[config.mk]
export PLATFORM = sky130hd
export DESIGN_NAME = ultrasonic_range_timer
export DESIGN_NICKNAME = d
export VERILOG_FILES = /design/src/hdl/urt_pkg.sv /design/src/hdl/ultrasonic_range_timer.sv
export SDC_FILE = /design/constraint.sdc
export NUM_CORES = 1
export LEC_CHECK = 0
export BUFFER_PORTS_ARGS = -buffer_cell sky130_fd_sc_hd__buf_2
export CAP_MARGIN = 20
export CORE_UTILIZATION = 50
export DETAILED_ROUTE_END_ITERATION = 8
export PLACE_DENSITY = 0.68
export REMOVE_ABC_BUFFERS = 1
export SYNTH_ARGS = -nofsm -noshare
export SYNTH_HDL_FRONTEND = slang
export SYNTH_SLANG_ARGS = --single-unit
export TNS_END_PERCENT = 5
[constraint.sdc]
create_clock -name clk -period 14.5 [get_ports clk]
set_input_delay 2.9 -clock clk [delete_from_list [all_inputs] [get_ports clk]]
set_output_delay 2.9 -clock clk [all_outputs]
set_load 0.1 [all_outputs]
[src/hdl/urt_pkg.sv]
// shared constants for the ultrasonic range timer
package urt_pkg;

    // configuration register indexes
    localparam int CFG_INDEX_BITS = 2;
    typedef enum logic [CFG_INDEX_BITS-1:0] {
        CFG_HIGH_PERIOD = 2'd0,
        CFG_LOW_PERIOD  = 2'd1
    } cfg_index_t;

    localparam int CFG_DATA_BITS = 16;
    localparam int PERIOD_BITS   = 16;

    // stamp width range and default
    localparam int STAMP_BITS_DEFAULT = 16;
    localparam int WIDE_BITS          = 32;

    // period reset values
    localparam logic [PERIOD_BITS-1:0] RESET_HIGH_PERIOD = 16'h0007;
    localparam logic [PERIOD_BITS-1:0] RESET_LOW_PERIOD  = 16'h927C;
    localparam logic [PERIOD_BITS-1:0] FIRST_PERIOD      = 16'hFFFF;

    // output widths
    localparam int FLIGHT_BITS = 16;
    localparam int RANGE_BITS  = 11;

    // range = floor((10*flight + 801) / 583) - 1, saturated
    localparam int  DIV_IN_BITS   = 21;
    localparam int  SMALL_BITS    = 17;
    localparam int  QUOT_BITS     = 12;
    localparam int  RECIP_SHIFT   = 30;
    localparam int  PROD_BITS     = 2 * DIV_IN_BITS;
    localparam logic [DIV_IN_BITS-1:0] SCALE_TENTHS  = 21'd10;
    localparam logic [DIV_IN_BITS-1:0] OFFSET_TENTHS = 21'd801;
    // ceil(2^30 / 583), exact for every dividend below 2^21
    localparam logic [DIV_IN_BITS-1:0] RECIP_MULT    = 21'd1841753;
    // smallest flight whose range is past the saturation point
    localparam logic [WIDE_BITS-1:0]   FLIGHT_SAT    = 32'd119377;
    localparam logic [QUOT_BITS-1:0]   RANGE_MAX     = 12'd2047;

    // record moved from the state stage to the range stage
    typedef struct packed {
        logic trigger;
        logic done;
    } slot_flags_t;

endpackage

[src/hdl/ultrasonic_range_timer.sv]
// ultrasonic range timer: trigger pulse generator, echo capture and range conversion
//
// One request is taken every clock while in_stall is low; each request is one
// time slot carrying a trigger-timer tick, a microsecond tick and the echo pin
// level, and yields one result with the trigger level, the echo time of flight,
// the range and an echo-done flag. The pipeline has an input register, a stage
// that runs the period timer, microsecond counter and echo captures and forms
// the flight difference, and a stage that converts flight to range with one
// 21x21 reciprocal multiply. Each stage holds independently under stall, so a
// result waiting at the output does not block earlier stages that have room.
// Period register writes take effect at the next period match.
module ultrasonic_range_timer #(
    parameter int STAMP_BITS = urt_pkg::STAMP_BITS_DEFAULT
) (
    input  logic                               clk,
    input  logic                               rst_n,
    // configuration write port
    input  logic                               cfg_write,
    input  logic [urt_pkg::CFG_INDEX_BITS-1:0] cfg_index,
    input  logic [urt_pkg::CFG_DATA_BITS-1:0]  cfg_data,
    // slot requests
    input  logic                               in_valid,
    output logic                               in_stall,
    input  logic                               timer_tick,
    input  logic                               micro_tick,
    input  logic                               echo_level,
    // results
    output logic                               out_valid,
    input  logic                               out_stall,
    output logic                               trigger_level,
    output logic [urt_pkg::FLIGHT_BITS-1:0]    flight_time_us,
    output logic [urt_pkg::RANGE_BITS-1:0]     range_value,
    output logic                               echo_done
);

    // configuration registers
    logic [urt_pkg::PERIOD_BITS-1:0] high_period_reg;
    logic [urt_pkg::PERIOD_BITS-1:0] low_period_reg;

    // pipeline control
    logic s1_valid_reg;
    logic s2_valid_reg;
    logic out_valid_reg;
    logic out_free;
    logic s2_free;
    logic s1_free;
    logic in_accept;
    logic s1_move;
    logic s2_move;

    // input register
    logic s1_tick_reg;
    logic s1_utick_reg;
    logic s1_echo_reg;

    // slot state
    logic [urt_pkg::PERIOD_BITS-1:0] period_count_reg;
    logic [urt_pkg::PERIOD_BITS-1:0] period_count_next;
    logic [urt_pkg::PERIOD_BITS-1:0] active_period_reg;
    logic [urt_pkg::PERIOD_BITS-1:0] active_period_next;
    logic                            pulse_phase_reg;
    logic                            pulse_phase_next;
    logic                            trigger_reg;
    logic                            trigger_next;
    logic [STAMP_BITS-1:0]           micro_count_reg;
    logic [STAMP_BITS-1:0]           micro_count_next;
    logic                            echo_prev_reg;
    logic [STAMP_BITS-1:0]           start_stamp_reg;
    logic [STAMP_BITS-1:0]           start_stamp_next;
    logic [STAMP_BITS-1:0]           end_stamp_reg;
    logic [STAMP_BITS-1:0]           end_stamp_next;
    logic                            done_next;

    // state stage output
    logic [STAMP_BITS-1:0]   s2_flight_reg;
    urt_pkg::slot_flags_t    s2_flags_reg;
    urt_pkg::slot_flags_t    s2_flags_next;

    // range stage
    logic [urt_pkg::WIDE_BITS-1:0]   flight_wide;
    logic [urt_pkg::DIV_IN_BITS-1:0] dividend;
    logic [urt_pkg::PROD_BITS-1:0]   product;
    logic [urt_pkg::QUOT_BITS-1:0]   quotient;
    logic [urt_pkg::QUOT_BITS-1:0]   range_wide;
    logic [urt_pkg::RANGE_BITS-1:0]  range_next;

    // output register
    logic                             trigger_out_reg;
    logic [urt_pkg::FLIGHT_BITS-1:0]  flight_out_reg;
    logic [urt_pkg::RANGE_BITS-1:0]   range_out_reg;
    logic                             done_out_reg;

    // stage handshakes: a stage takes new data when empty or when it drains
    assign out_free  = !out_valid_reg || !out_stall;
    assign s2_free   = !s2_valid_reg || out_free;
    assign s1_free   = !s1_valid_reg || s2_free;
    assign in_stall  = !s1_free;
    assign in_accept = in_valid && s1_free;
    assign s1_move   = s1_valid_reg && s2_free;
    assign s2_move   = s2_valid_reg && out_free;

    // configuration writes
    always_ff @(posedge clk or negedge rst_n)
    begin
        if (!rst_n)
        begin
            high_period_reg <= urt_pkg::RESET_HIGH_PERIOD;
            low_period_reg  <= urt_pkg::RESET_LOW_PERIOD;
        end
        else if (cfg_write)
        begin
            unique case (cfg_index)
                urt_pkg::CFG_HIGH_PERIOD: high_period_reg <= cfg_data;
                urt_pkg::CFG_LOW_PERIOD:  low_period_reg  <= cfg_data;
                default: ;
            endcase
        end
    end

    // stage valid flags
    always_ff @(posedge clk or negedge rst_n)
    begin
        if (!rst_n)
        begin
            s1_valid_reg  <= 1'b0;
            s2_valid_reg  <= 1'b0;
            out_valid_reg <= 1'b0;
        end
        else
        begin
            s1_valid_reg  <= in_accept || (s1_valid_reg && !s2_free);
            s2_valid_reg  <= s1_move || (s2_valid_reg && !out_free);
            out_valid_reg <= s2_move || (out_valid_reg && out_stall);
        end
    end

    // input register
    always_ff @(posedge clk)
    begin
        if (in_accept)
        begin
            s1_tick_reg  <= timer_tick;
            s1_utick_reg <= micro_tick;
            s1_echo_reg  <= echo_level;
        end
    end

    // echo captures, microsecond counter and period timer for one slot
    always_comb
    begin
        start_stamp_next   = start_stamp_reg;
        end_stamp_next     = end_stamp_reg;
        done_next          = 1'b0;
        micro_count_next   = micro_count_reg;
        period_count_next  = period_count_reg;
        active_period_next = active_period_reg;
        pulse_phase_next   = pulse_phase_reg;
        trigger_next       = trigger_reg;

        // captures see the count from before this slot's tick
        if (s1_echo_reg && !echo_prev_reg)
        begin
            start_stamp_next = micro_count_reg;
        end
        else if (!s1_echo_reg && echo_prev_reg)
        begin
            end_stamp_next = micro_count_reg;
            done_next      = 1'b1;
        end

        if (s1_utick_reg)
        begin
            micro_count_next = micro_count_reg + 1'b1;
        end

        // period match toggles the trigger and loads the other period
        if (s1_tick_reg)
        begin
            if (period_count_reg >= active_period_reg)
            begin
                period_count_next = '0;
                if (!pulse_phase_reg)
                begin
                    active_period_next = high_period_reg;
                    pulse_phase_next   = 1'b1;
                    trigger_next       = 1'b1;
                end
                else
                begin
                    active_period_next = low_period_reg;
                    pulse_phase_next   = 1'b0;
                    trigger_next       = 1'b0;
                end
            end
            else
            begin
                period_count_next = period_count_reg + 1'b1;
            end
        end

        s2_flags_next.trigger = trigger_next;
        s2_flags_next.done    = done_next;
    end

    // slot state registers
    always_ff @(posedge clk or negedge rst_n)
    begin
        if (!rst_n)
        begin
            period_count_reg  <= '0;
            active_period_reg <= urt_pkg::FIRST_PERIOD;
            pulse_phase_reg   <= 1'b0;
            trigger_reg       <= 1'b0;
            micro_count_reg   <= '0;
            echo_prev_reg     <= 1'b0;
            start_stamp_reg   <= '0;
            end_stamp_reg     <= '0;
        end
        else if (s1_move)
        begin
            period_count_reg  <= period_count_next;
            active_period_reg <= active_period_next;
            pulse_phase_reg   <= pulse_phase_next;
            trigger_reg       <= trigger_next;
            micro_count_reg   <= micro_count_next;
            echo_prev_reg     <= s1_echo_reg;
            start_stamp_reg   <= start_stamp_next;
            end_stamp_reg     <= end_stamp_next;
        end
    end

    // flight difference register
    always_ff @(posedge clk)
    begin
        if (s1_move)
        begin
            s2_flight_reg <= end_stamp_next - start_stamp_next;
            s2_flags_reg  <= s2_flags_next;
        end
    end

    // range conversion by reciprocal multiply, saturated at both ends
    always_comb
    begin
        flight_wide = urt_pkg::WIDE_BITS'(s2_flight_reg);
        dividend    = {{(urt_pkg::DIV_IN_BITS - urt_pkg::SMALL_BITS){1'b0}},
                       flight_wide[urt_pkg::SMALL_BITS-1:0]} * urt_pkg::SCALE_TENTHS
                      + urt_pkg::OFFSET_TENTHS;
        product     = {{urt_pkg::DIV_IN_BITS{1'b0}}, dividend}
                      * {{urt_pkg::DIV_IN_BITS{1'b0}}, urt_pkg::RECIP_MULT};
        quotient    = product[urt_pkg::PROD_BITS-1:urt_pkg::RECIP_SHIFT];
        range_wide  = (quotient == '0) ? '0 : quotient - 1'b1;
        if (flight_wide >= urt_pkg::FLIGHT_SAT || range_wide > urt_pkg::RANGE_MAX)
        begin
            range_next = urt_pkg::RANGE_BITS'(urt_pkg::RANGE_MAX);
        end
        else
        begin
            range_next = range_wide[urt_pkg::RANGE_BITS-1:0];
        end
    end

    // result register
    always_ff @(posedge clk)
    begin
        if (s2_move)
        begin
            trigger_out_reg <= s2_flags_reg.trigger;
            flight_out_reg  <= flight_wide[urt_pkg::FLIGHT_BITS-1:0];
            range_out_reg   <= range_next;
            done_out_reg    <= s2_flags_reg.done;
        end
    end

    assign out_valid      = out_valid_reg;
    assign trigger_level  = trigger_out_reg;
    assign flight_time_us = flight_out_reg;
    assign range_value    = range_out_reg;
    assign echo_done      = done_out_reg;

    // input stalls only when every stage is full and the output is held
    assert property (@(posedge clk) disable iff (!rst_n)
        in_stall |-> (s1_valid_reg && s2_valid_reg && out_valid_reg && out_stall))
        else $error("input stalled with room in the pipeline");

    // a held result keeps the state stage occupied
    assert property (@(posedge clk) disable iff (!rst_n)
        (s2_valid_reg && out_valid_reg && out_stall) |=> s2_valid_reg)
        else $error("state stage dropped a request under stall");

    // the period counter never runs past the active period
    assert property (@(posedge clk) disable iff (!rst_n)
        period_count_reg <= active_period_reg)
        else $error("period counter beyond active period");

    // trigger only changes when a slot is processed
    assert property (@(posedge clk) disable iff (!rst_n)
        (trigger_reg != $past(trigger_reg)) |-> $past(s1_move))
        else $error("trigger changed without a slot");

endmodule
; Word level (Yosys, flattened, before mapping)
; Index checks and enable logic that the tools add are counted.
[word_totals]
register_bits = 168
input_bits = 26
output_inout_bits = 31
wordCells = 73
[op_classes]
addsub = 5
multipliers = 2
n_lt_le_gt_ge = 2
eq_ne = 1
muxes = 10
reduce_logical = 30
[op_table]
columns = cell, count
row1 = $mux W16, 5
row2 = $mul A21 B21 Y42 const B, 1
row3 = $add A16 B1 Y16 const B, 2
row4 = $add A20 B10 Y21 const B, 1
row5 = $mul A16 B3 Y19 const B, 1
row6 = $ge A16 B16 Y1, 1
row7 = $sub A16 B16 Y16, 1
row8 = $gt A12 B11 Y1 const B, 1
row9 = $logic_not A12 Y1, 1
row10 = $mux W12, 1
row11 = $sub A12 B1 Y12 const B, 1
row12 = $logic_not A1 Y1, 9
row13 = $logic_and A1 B1 Y1, 8
row14 = $reduce_and A2 Y1, 4
row15 = $logic_or A1 B1 Y1, 6
row16 = $mux W1, 4
row17 = $reduce_and A3 Y1, 1
row18 = $eq A2 B1 Y1 const B, 1
row19 = $logic_not A2 Y1, 1

; Longest topological paths before layout
; Gate-level depths: netlist (run 1).
[logic_depth]
ltp_word = 6
mapped_depth = 39
ltp_nobuf = 39

; Worst setup path after synthesis (run 1)
; OpenSTA, ideal clock, no wires.
[synth_path]
path_type = register -> register
start = register s2_flight_reg[1]
end = register range_out_reg, in the netlist range_value[3] (data pin)
arrival_ps = 9335
required_time_ps = 14221
path_slack_ps = 4886
path_stages_with_launch = 34
synth_period_minus_slack_ps = 9614
cell_sequence = edfxtp_1 ha_1 ha_1 inv_1 fa_1 xnor2_1 ha_1 a21o_1 o2111a_1 nand4_1 or3_1 xnor2_1 inv_1 ha_1 ha_1 inv_1 fa_1 inv_1 fa_1 fa_1 fa_1 ha_1 ha_1 and3_4 and2_4 a221oi_2 nand3_1 a211o_1 or3_4 a221oi_2 nand2b_1 nor3_2 buf_4 a21oi_1
[synth_via]
elab_chain_cells = 6
elab_cells_between_ends = 7
classes_between = add/sub: 2 / mul: 2 / order compare: 1 / mux: 1 / reduce/logical: 1
[synth_lines]
columns = element, line_no
row1 = start: declaration, ultrasonic_range_timer.sv:75  ; logic [STAMP_BITS-1:0] s2_flight_reg;
row2 = start signal: assignment, ultrasonic_range_timer.sv:237  ; s2_flight_reg <= end_stamp_next - start_stamp_next;
row3 = $mul A16 B3 Y19 *, ultrasonic_range_timer.sv:247  ; flight_wide[urt_pkg::SMALL_BITS-1:0]} * urt_pkg::SCALE_TENTHS
row4 = $add A20 B10 Y21 *, ultrasonic_range_timer.sv:248  ; + urt_pkg::OFFSET_TENTHS;
row5 = $mul A21 B21 Y42 *, ultrasonic_range_timer.sv:250  ; * {{urt_pkg::DIV_IN_BITS{1'b0}}, urt_pkg::RECIP_MULT};
row6 = $sub A12 B1 Y12 / $logic_not A12 Y1 (equally long branches), ultrasonic_range_timer.sv:252  ; range_wide = (quotient == '0) ? '0 : quotient - 1'b1;
row7 = $mux W12 *, ultrasonic_range_timer.sv:252
row8 = $gt A12 B11 Y1, ultrasonic_range_timer.sv:253  ; if (flight_wide >= urt_pkg::FLIGHT_SAT || range_wide > urt_pkg::RANGE_MAX)
row9 = end signal: assignment, ultrasonic_range_timer.sv:270  ; range_out_reg <= range_next;
row10 = end: declaration, ultrasonic_range_timer.sv:90  ; logic [urt_pkg::RANGE_BITS-1:0] range_out_reg;
; Every way passes the cells marked *; elsewhere a longest branch is shown, timed or not.
; A chain may end at the register's enable or synchronous reset.

; Worst setup path in the final report (run 1)
[layout_path]
start = register s2_flight_reg[1]
end = register range_out_reg, in the netlist range_value[8] (data pin)
; Same word-level chain as after synthesis.

==> flow_summary.toml, run 1 <==
[yosys]
synth_area_per_cell_um2 = 10.3
synth-seq-cells = 168
synth-async-reset-ratio = 0.702
post_synth_instance_area_um2 = 16800
synth.lib_cells_used.distinct = 86
postSynthCellCount = 1636
synth_seq_area_share = 0.267
yosys_warnings = 0
synth_edf_count = 50
ys_dominant_reg_cell = "sky130_fd_sc_hd__dfrtp_1"

[worst_hold_path]
min-delay-path-class = "reg -> reg"

[global_route]
all_layer_global_routing_usage = 0.210
grt_pass1_wl_um = 56900
grt_max_degree = 74
first_global_vias = 11800
grt_overflow_total = 0
antenna_found_initial = 1

[floorplanning]
placement_rows = 66
coreArea_um2 = 32800
initial_util = 0.512
fp.dieArea_um2 = 34300
die_y_um = 185
top_level_ports = 57
die_width_um = 185

[setup_path]
cpPeakStageDelay_ps = 640
timing.critical_path.fanout_max = 11
crit_arrival_ps = 10290
crit_path_top_delay_cell = "sky130_fd_sc_hd__xnor2_1"
end_kind = "register"
startpoint_type = "register"
critPathRequiredTime_ps = 14660
timing.setup.critical_path_class = "reg -> reg"
path_common_cell = "sky130_fd_sc_hd__ha_1"

[timing]
worst_max_slew_margin_expressed_relative_to_the_limit = 0.374
unrepaired_setup_endpoints_after_global_routing = "no"
final.setup.tns_ps = 0
max_freq_mhz = 98.7
drv_slew = 0
hold_viol = 0
period_minus_slack_ps = 10130
finalCritPeriodShare = 0.698
fin_worst_skew_ps = 10.9
worst-slew-pin-transition_ps = 937
finalSetupViolations = 0

[flow_run]
cap_viol_max_count = 0

[place]
place.detailed.hpwl_um = 27900
numPortBuffers = 56
detailed_place.area_um2 = 17700
finalWeightedCongestion = 0.885

[final_layout]
fill_cells = 2872
regArea_um2 = 4490
stdcell_area_um2 = 18300
syn2layout_area_growth_pct = 8.85
post_route_cells_drive_above_1_share = 0.117
final_net_count = 2162
multi_input_comb_area_um2 = 11200

[clock_tree]
clock_insertion_delay_worst_skew_ps = 440
cts.hold.buffers_added = 0
post_cts.repair.setup_buffers = 0
clkSinkCount = 168
numCtsBuffers = 17
cts_tree = "done"
clock_tree.buffer_depth = 2
clk_transition_reported_paths_ps = 70
cts-htree-levels = 4
cts_repair_resize_count = 0
root_buffer = "sky130_fd_sc_hd__clkbuf_16"

[drt]
ant_nets = 0
top_layer_used = "met4"
dr_total_vias = 11500
initial_drt_pass_iterations = 5
wire_per_inst_um = 15.7
drt_drc_violations_left = 0
drt-initial-drc-count = 499
vias_per_cell = 5.33
met3RoutedLength_um = 841
met1Wirelength_um = 15700
drt-total-wl_um = 34000
detailroute.wirelength.met2_um = 17000

[run_status]
outcome = "finished clean"
placed cells by master (no fill, tap or decap), types with 4 or more instances in the layout:
cell type                     n
sky130_fd_sc_hd__o211ai_1     5
sky130_fd_sc_hd__a211o_1      5
sky130_fd_sc_hd__o21ai_0     46
sky130_fd_sc_hd__conb_1       9
sky130_fd_sc_hd__and4_1       8
sky130_fd_sc_hd__mux2_2      37
sky130_fd_sc_hd__xnor2_1     48
sky130_fd_sc_hd__buf_4       17
sky130_fd_sc_hd__and2_1       9
sky130_fd_sc_hd__nor3_1      18
sky130_fd_sc_hd__nand2_1    165
sky130_fd_sc_hd__nor2_1      47
sky130_fd_sc_hd__or2_2        8
sky130_fd_sc_hd__a21oi_1     43
sky130_fd_sc_hd__nand2b_1    13
sky130_fd_sc_hd__dfstp_2     27
sky130_fd_sc_hd__or3_1        9
sky130_fd_sc_hd__o21a_1       7
sky130_fd_sc_hd__o2111ai_1    4
sky130_fd_sc_hd__or4_1        4
sky130_fd_sc_hd__buf_2       55
sky130_fd_sc_hd__a21boi_0     9
sky130_fd_sc_hd__a31oi_1     12
sky130_fd_sc_hd__ha_1       303
sky130_fd_sc_hd__o22ai_1      7
sky130_fd_sc_hd__a211oi_1     5
sky130_fd_sc_hd__inv_6        4
sky130_fd_sc_hd__dfrtp_1     91
sky130_fd_sc_hd__inv_1      268
sky130_fd_sc_hd__mux2i_1     49
sky130_fd_sc_hd__nand4_1     13
sky130_fd_sc_hd__edfxtp_1    50
sky130_fd_sc_hd__a21o_1      18
sky130_fd_sc_hd__nand3_1     35
sky130_fd_sc_hd__clkbuf_1     4
sky130_fd_sc_hd__fa_1       125
sky130_fd_sc_hd__clkbuf_16   18
sky130_fd_sc_hd__and3_1      14
sky130_fd_sc_hd__nor2b_1      7
sky130_fd_sc_hd__xor2_1      30
metrics by stage:
step                      utilization  hold WS (ps)  setup WS [ps]  std cells
after CTS                       0.556           443           4310       2161
after floorplan                     -           400           4800       1616
after detailed placement        0.539           418           4330       2129
after global placement          0.539           411           4550       2129
after global routing            0.557           448           3760       2163
final                           0.557           437           4370       2164
cell families after synthesis:
group | after synthesis | synth area share
muxes | 86 | 0.0540
xor gates and xnor gates | 81 | 0.0438
other | 2 | 0.000447
and+or+nand+nor | 369 | 0.108
adders and majority gates | 428 | 0.375
AOI/OAI and AO/OA | 205 | 0.0842
buffers and inverters | 297 | 0.0669
DFF | 168 | 0.267
cells in the mapped netlist, types with 7 or more instances:
cell type                  number  area (µm²)
sky130_fd_sc_hd__a21boi_0      10        75.1
sky130_fd_sc_hd__a21o_1        18         135
sky130_fd_sc_hd__a21oi_1       44         220
sky130_fd_sc_hd__a31oi_1       12        75.1
sky130_fd_sc_hd__and2_1         9        56.3
sky130_fd_sc_hd__and3_1        14        87.6
sky130_fd_sc_hd__and4_1         8        70.1
sky130_fd_sc_hd__clkbuf_1      21        78.8
sky130_fd_sc_hd__dfrtp_1       91        2280
sky130_fd_sc_hd__dfstp_2       27         709
sky130_fd_sc_hd__edfxtp_1      50        1500
sky130_fd_sc_hd__fa_1         125        2500
sky130_fd_sc_hd__ha_1         303        3790
sky130_fd_sc_hd__inv_1        268        1010
sky130_fd_sc_hd__mux2_2        37         417
sky130_fd_sc_hd__mux2i_1       49         490
sky130_fd_sc_hd__nand2_1      165         619
sky130_fd_sc_hd__nand2b_1      13        81.3
sky130_fd_sc_hd__nand3_1       35         175
sky130_fd_sc_hd__nand4_1       13        81.3
sky130_fd_sc_hd__nor2_1        47         176
sky130_fd_sc_hd__nor2b_1        7        43.8
sky130_fd_sc_hd__nor3_1        18        90.1
sky130_fd_sc_hd__o21a_1         7        52.6
sky130_fd_sc_hd__o21ai_0       46         230
sky130_fd_sc_hd__o22ai_1        7        43.8
sky130_fd_sc_hd__or2_2          8        50.1
sky130_fd_sc_hd__or3_1          9        56.3
sky130_fd_sc_hd__xnor2_1       48         420
sky130_fd_sc_hd__xor2_1        31         272
area by class of cell:
cell class                 instances  area share
clock inverter                     8     0.00336
sequential                       168       0.246
clock buffer                      24      0.0270
inverter                         270      0.0555
tap                              442      0.0303
multi-input combinational       1178       0.615
timing repair buffer              73      0.0236
antenna                            1    0.000137
per-layer routing:
layer / global-route usage / vias to the layer above
li1: - / 5689
met1: 0.277 / 5681
met2: 0.368 / 131
met3: 0.0267 / 28
met4: 0.0466 / 0
met5: 0 / -
path summary, 6_finish.rpt:
check | from | end | slack, ps | depth (start not counted)
max in group asynchronous | rst_n | micro_count_reg[4] | 10690 | 2
hold reg to reg | s2_flags_reg[1] | trigger_level | 440 | 0
setup reg to reg | s2_flight_reg[1] | range_value[8] | 4370 | 29
setup / recovery | s2_flight_reg[1] | range_value[8] | 4370 | 29
min in group asynchronous | rst_n | high_period_reg[6] | 2460 | 1
hold / removal | s2_flags_reg[1] | trigger_level | 440 | 0
worst max-delay path, delay by kind of cell, from the launching register on:
kind / cells / cell delay, ps
adder cells (fa/ha/maj): 11 / 4090
AND/OR/NAND/NOR: 10 / 2600
AO/OA/AOI/OAI: 5 / 1380
XOR/XNOR: 2 / 1140
flip-flops: 1 / 580
buffers and inverters: 1 / 50
Power of run 1 is not shown: default switching activity piles up to over one toggle a cycle in this logic, so the estimate is an artifact.
==> run 2: changes to the inputs <==
clock period = 10.4 ns   (was 14.5 ns; I/O delays follow)
==> run 2 against run 1 <==
Net effect:
- largest cell class unchanged
- flip-flop and latch count unchanged
- clock-buffer cell count down 2
- critical endpoint is now range_value[1]
- cell area up 0.12%
==> flow_summary.toml, run 2 (synthesis results as in run 1) <==
[timing]
worst_max_slew_margin_expressed_relative_to_the_limit = 0.287
unrepaired_setup_endpoints_after_global_routing = "no"
finalSetupViolations = 0
drv_slew = 0
worst-slew-pin-transition_ps = 1070
period_minus_slack_ps = 9760
fin_worst_skew_ps = 12.0
final.setup.tns_ps = 0
finalCritPeriodShare = 0.938
max_freq_mhz = 102
hold_viol = 0

[drt]
drt-initial-drc-count = 544
initial_drt_pass_iterations = 5
wire_per_inst_um = 15.4
dr_total_vias = 11500
drt_drc_violations_left = 0
ant_nets = 0
vias_per_cell = 5.30
drt-total-wl_um = 33400

[clock_tree]
cts.hold.buffers_added = 0
clock_insertion_delay_worst_skew_ps = 440
post_cts.repair.setup_buffers = 0
clock_tree.buffer_depth = 2
clk_transition_reported_paths_ps = 70
cts_tree = "done"
clkSinkCount = 168
cts-htree-levels = 4
root_buffer = "sky130_fd_sc_hd__clkbuf_16"
numCtsBuffers = 17

[global_route]
grt_max_degree = 72
first_global_vias = 12000
grt_overflow_total = 0
antenna_found_initial = 0
all_layer_global_routing_usage = 0.211
grt_pass1_wl_um = 57400

[setup_path]
crit_path_top_delay_cell = "sky130_fd_sc_hd__xnor2_1"
crit-reg2reg-launch = "s2_flight_reg[2]"
cpPeakStageDelay_ps = 530
critical_path.top_delay_family = "adder cells"
timing.reg2reg.worst_path_depth = 30
timing.setup.critical_path_class = "reg -> reg"
ff2ff_setup_slack_ps = 640
startpoint_type = "register"
path_common_cell = "sky130_fd_sc_hd__ha_1"
crit_arrival_ps = 9920
path_buf_inv = 0
end_kind = "register"
critPathRequiredTime_ps = 10560
regToRegEndpoint = "range_value[1]"
timing.critical_path.fanout_max = 11

[floorplanning]
top_level_ports = 57
coreArea_um2 = 32800
die_width_um = 185
placement_rows = 66
die_y_um = 185
fp.dieArea_um2 = 34300
initial_util = 0.512

[worst_hold_path]
min-delay-path-class = "reg -> reg"
capture_endpoint_of_the_worst_hold_path = "trigger_level"
holdCritStartpoint = "s2_flags_reg[1]"
cells_on_worst_hold_path = 0

[final_layout]
utilization_after_layout = 0.558
layout_common_cells = "303 x sky130_fd_sc_hd__ha_1, 268 x sky130_fd_sc_hd__inv_1, 165 x sky130_fd_sc_hd__nand2_1"
syn2layout_area_growth_pct = 8.98
stdcell_area_um2 = 18300
post_route_cells_drive_above_1_share = 0.120
layoutNonFillerInstCount = 2169
layout_commonest_cell = "sky130_fd_sc_hd__ha_1"
final_net_count = 2167

[place]
place.detailed.hpwl_um = 27400
finalWeightedCongestion = 0.875
cell_total_after_placement = 2136
numPortBuffers = 56
detailed_place.area_um2 = 17700

[flow_run]
cap_viol_max_count = 0

[run_status]
outcome = "finished clean"
-- run 2: what timing repair did --
item,CTS,global route
endpoints found under the hold margin,0,0
endpoints found under the setup margin,0,11
gates resized for setup,0,1
-- run 2: area by class of cell --
| cell class | instances | area [µm²] |
|---|---|---|
| repair buffers | 78 | 448 |
| fillers | 2925 | 14500 |
| multi-input cells | 1178 | 11200 |
| diodes | 1 | 2.50 |
| clock inverters | 10 | 83.8 |
| clock buffers | 22 | 475 |
| flip-flops and latches | 168 | 4490 |
| well taps | 442 | 553 |
| inverters | 270 | 1010 |
-- run 2: worst register-to-register path, delay by kind of cell, from the launching register on --
kind / cells / cell delay [ps]
adder cells (fa/ha/maj): 10 / 3800
AO/OA/AOI/OAI: 12 / 2830
AND/OR/NAND/NOR: 7 / 1860
XOR/XNOR: 1 / 530
flip-flops: 1 / 490
-- run 2: per-layer routing --
| metal | up-vias | GRT usage | wire, µm |
|---|---|---|---|
| li1 | 5703 | - | - |
| met1 | 5598 | 0.271 | 15300 |
| met2 | 163 | 0.369 | 16600 |
| met3 | 42 | 0.0222 | 787 |
| met4 | 0 | 0.0704 | 697 |
| met5 | - | 0 | 0 |
-- run 2: worst max-delay path by stage --
stage,start,endpoint,slack [ps],cells past startpoint
floorplan,s2_flight_reg[1],range_value[0],700,32
global placement,s2_flight_reg[2],range_value[9],570,30
detailed placement,s2_flight_reg[2],range_value[1],490,30
CTS,s2_flight_reg[2],range_value[1],450,30
global route,s2_flight_reg[1],range_value[8],10,35
finish,s2_flight_reg[2],range_value[1],640,30
-- run 2: per-stage QoR --
step | hold WS [ps] | setup WS, ps
2_1_floorplan | 400 | 696
3_3_place_gp | 408 | 570
3_5_place_dp | 409 | 489
4_1_cts | 424 | 449
5_1_grt | 429 | 11.5
6_report | 422 | 643
Power of run 2 is left out for the same reason.
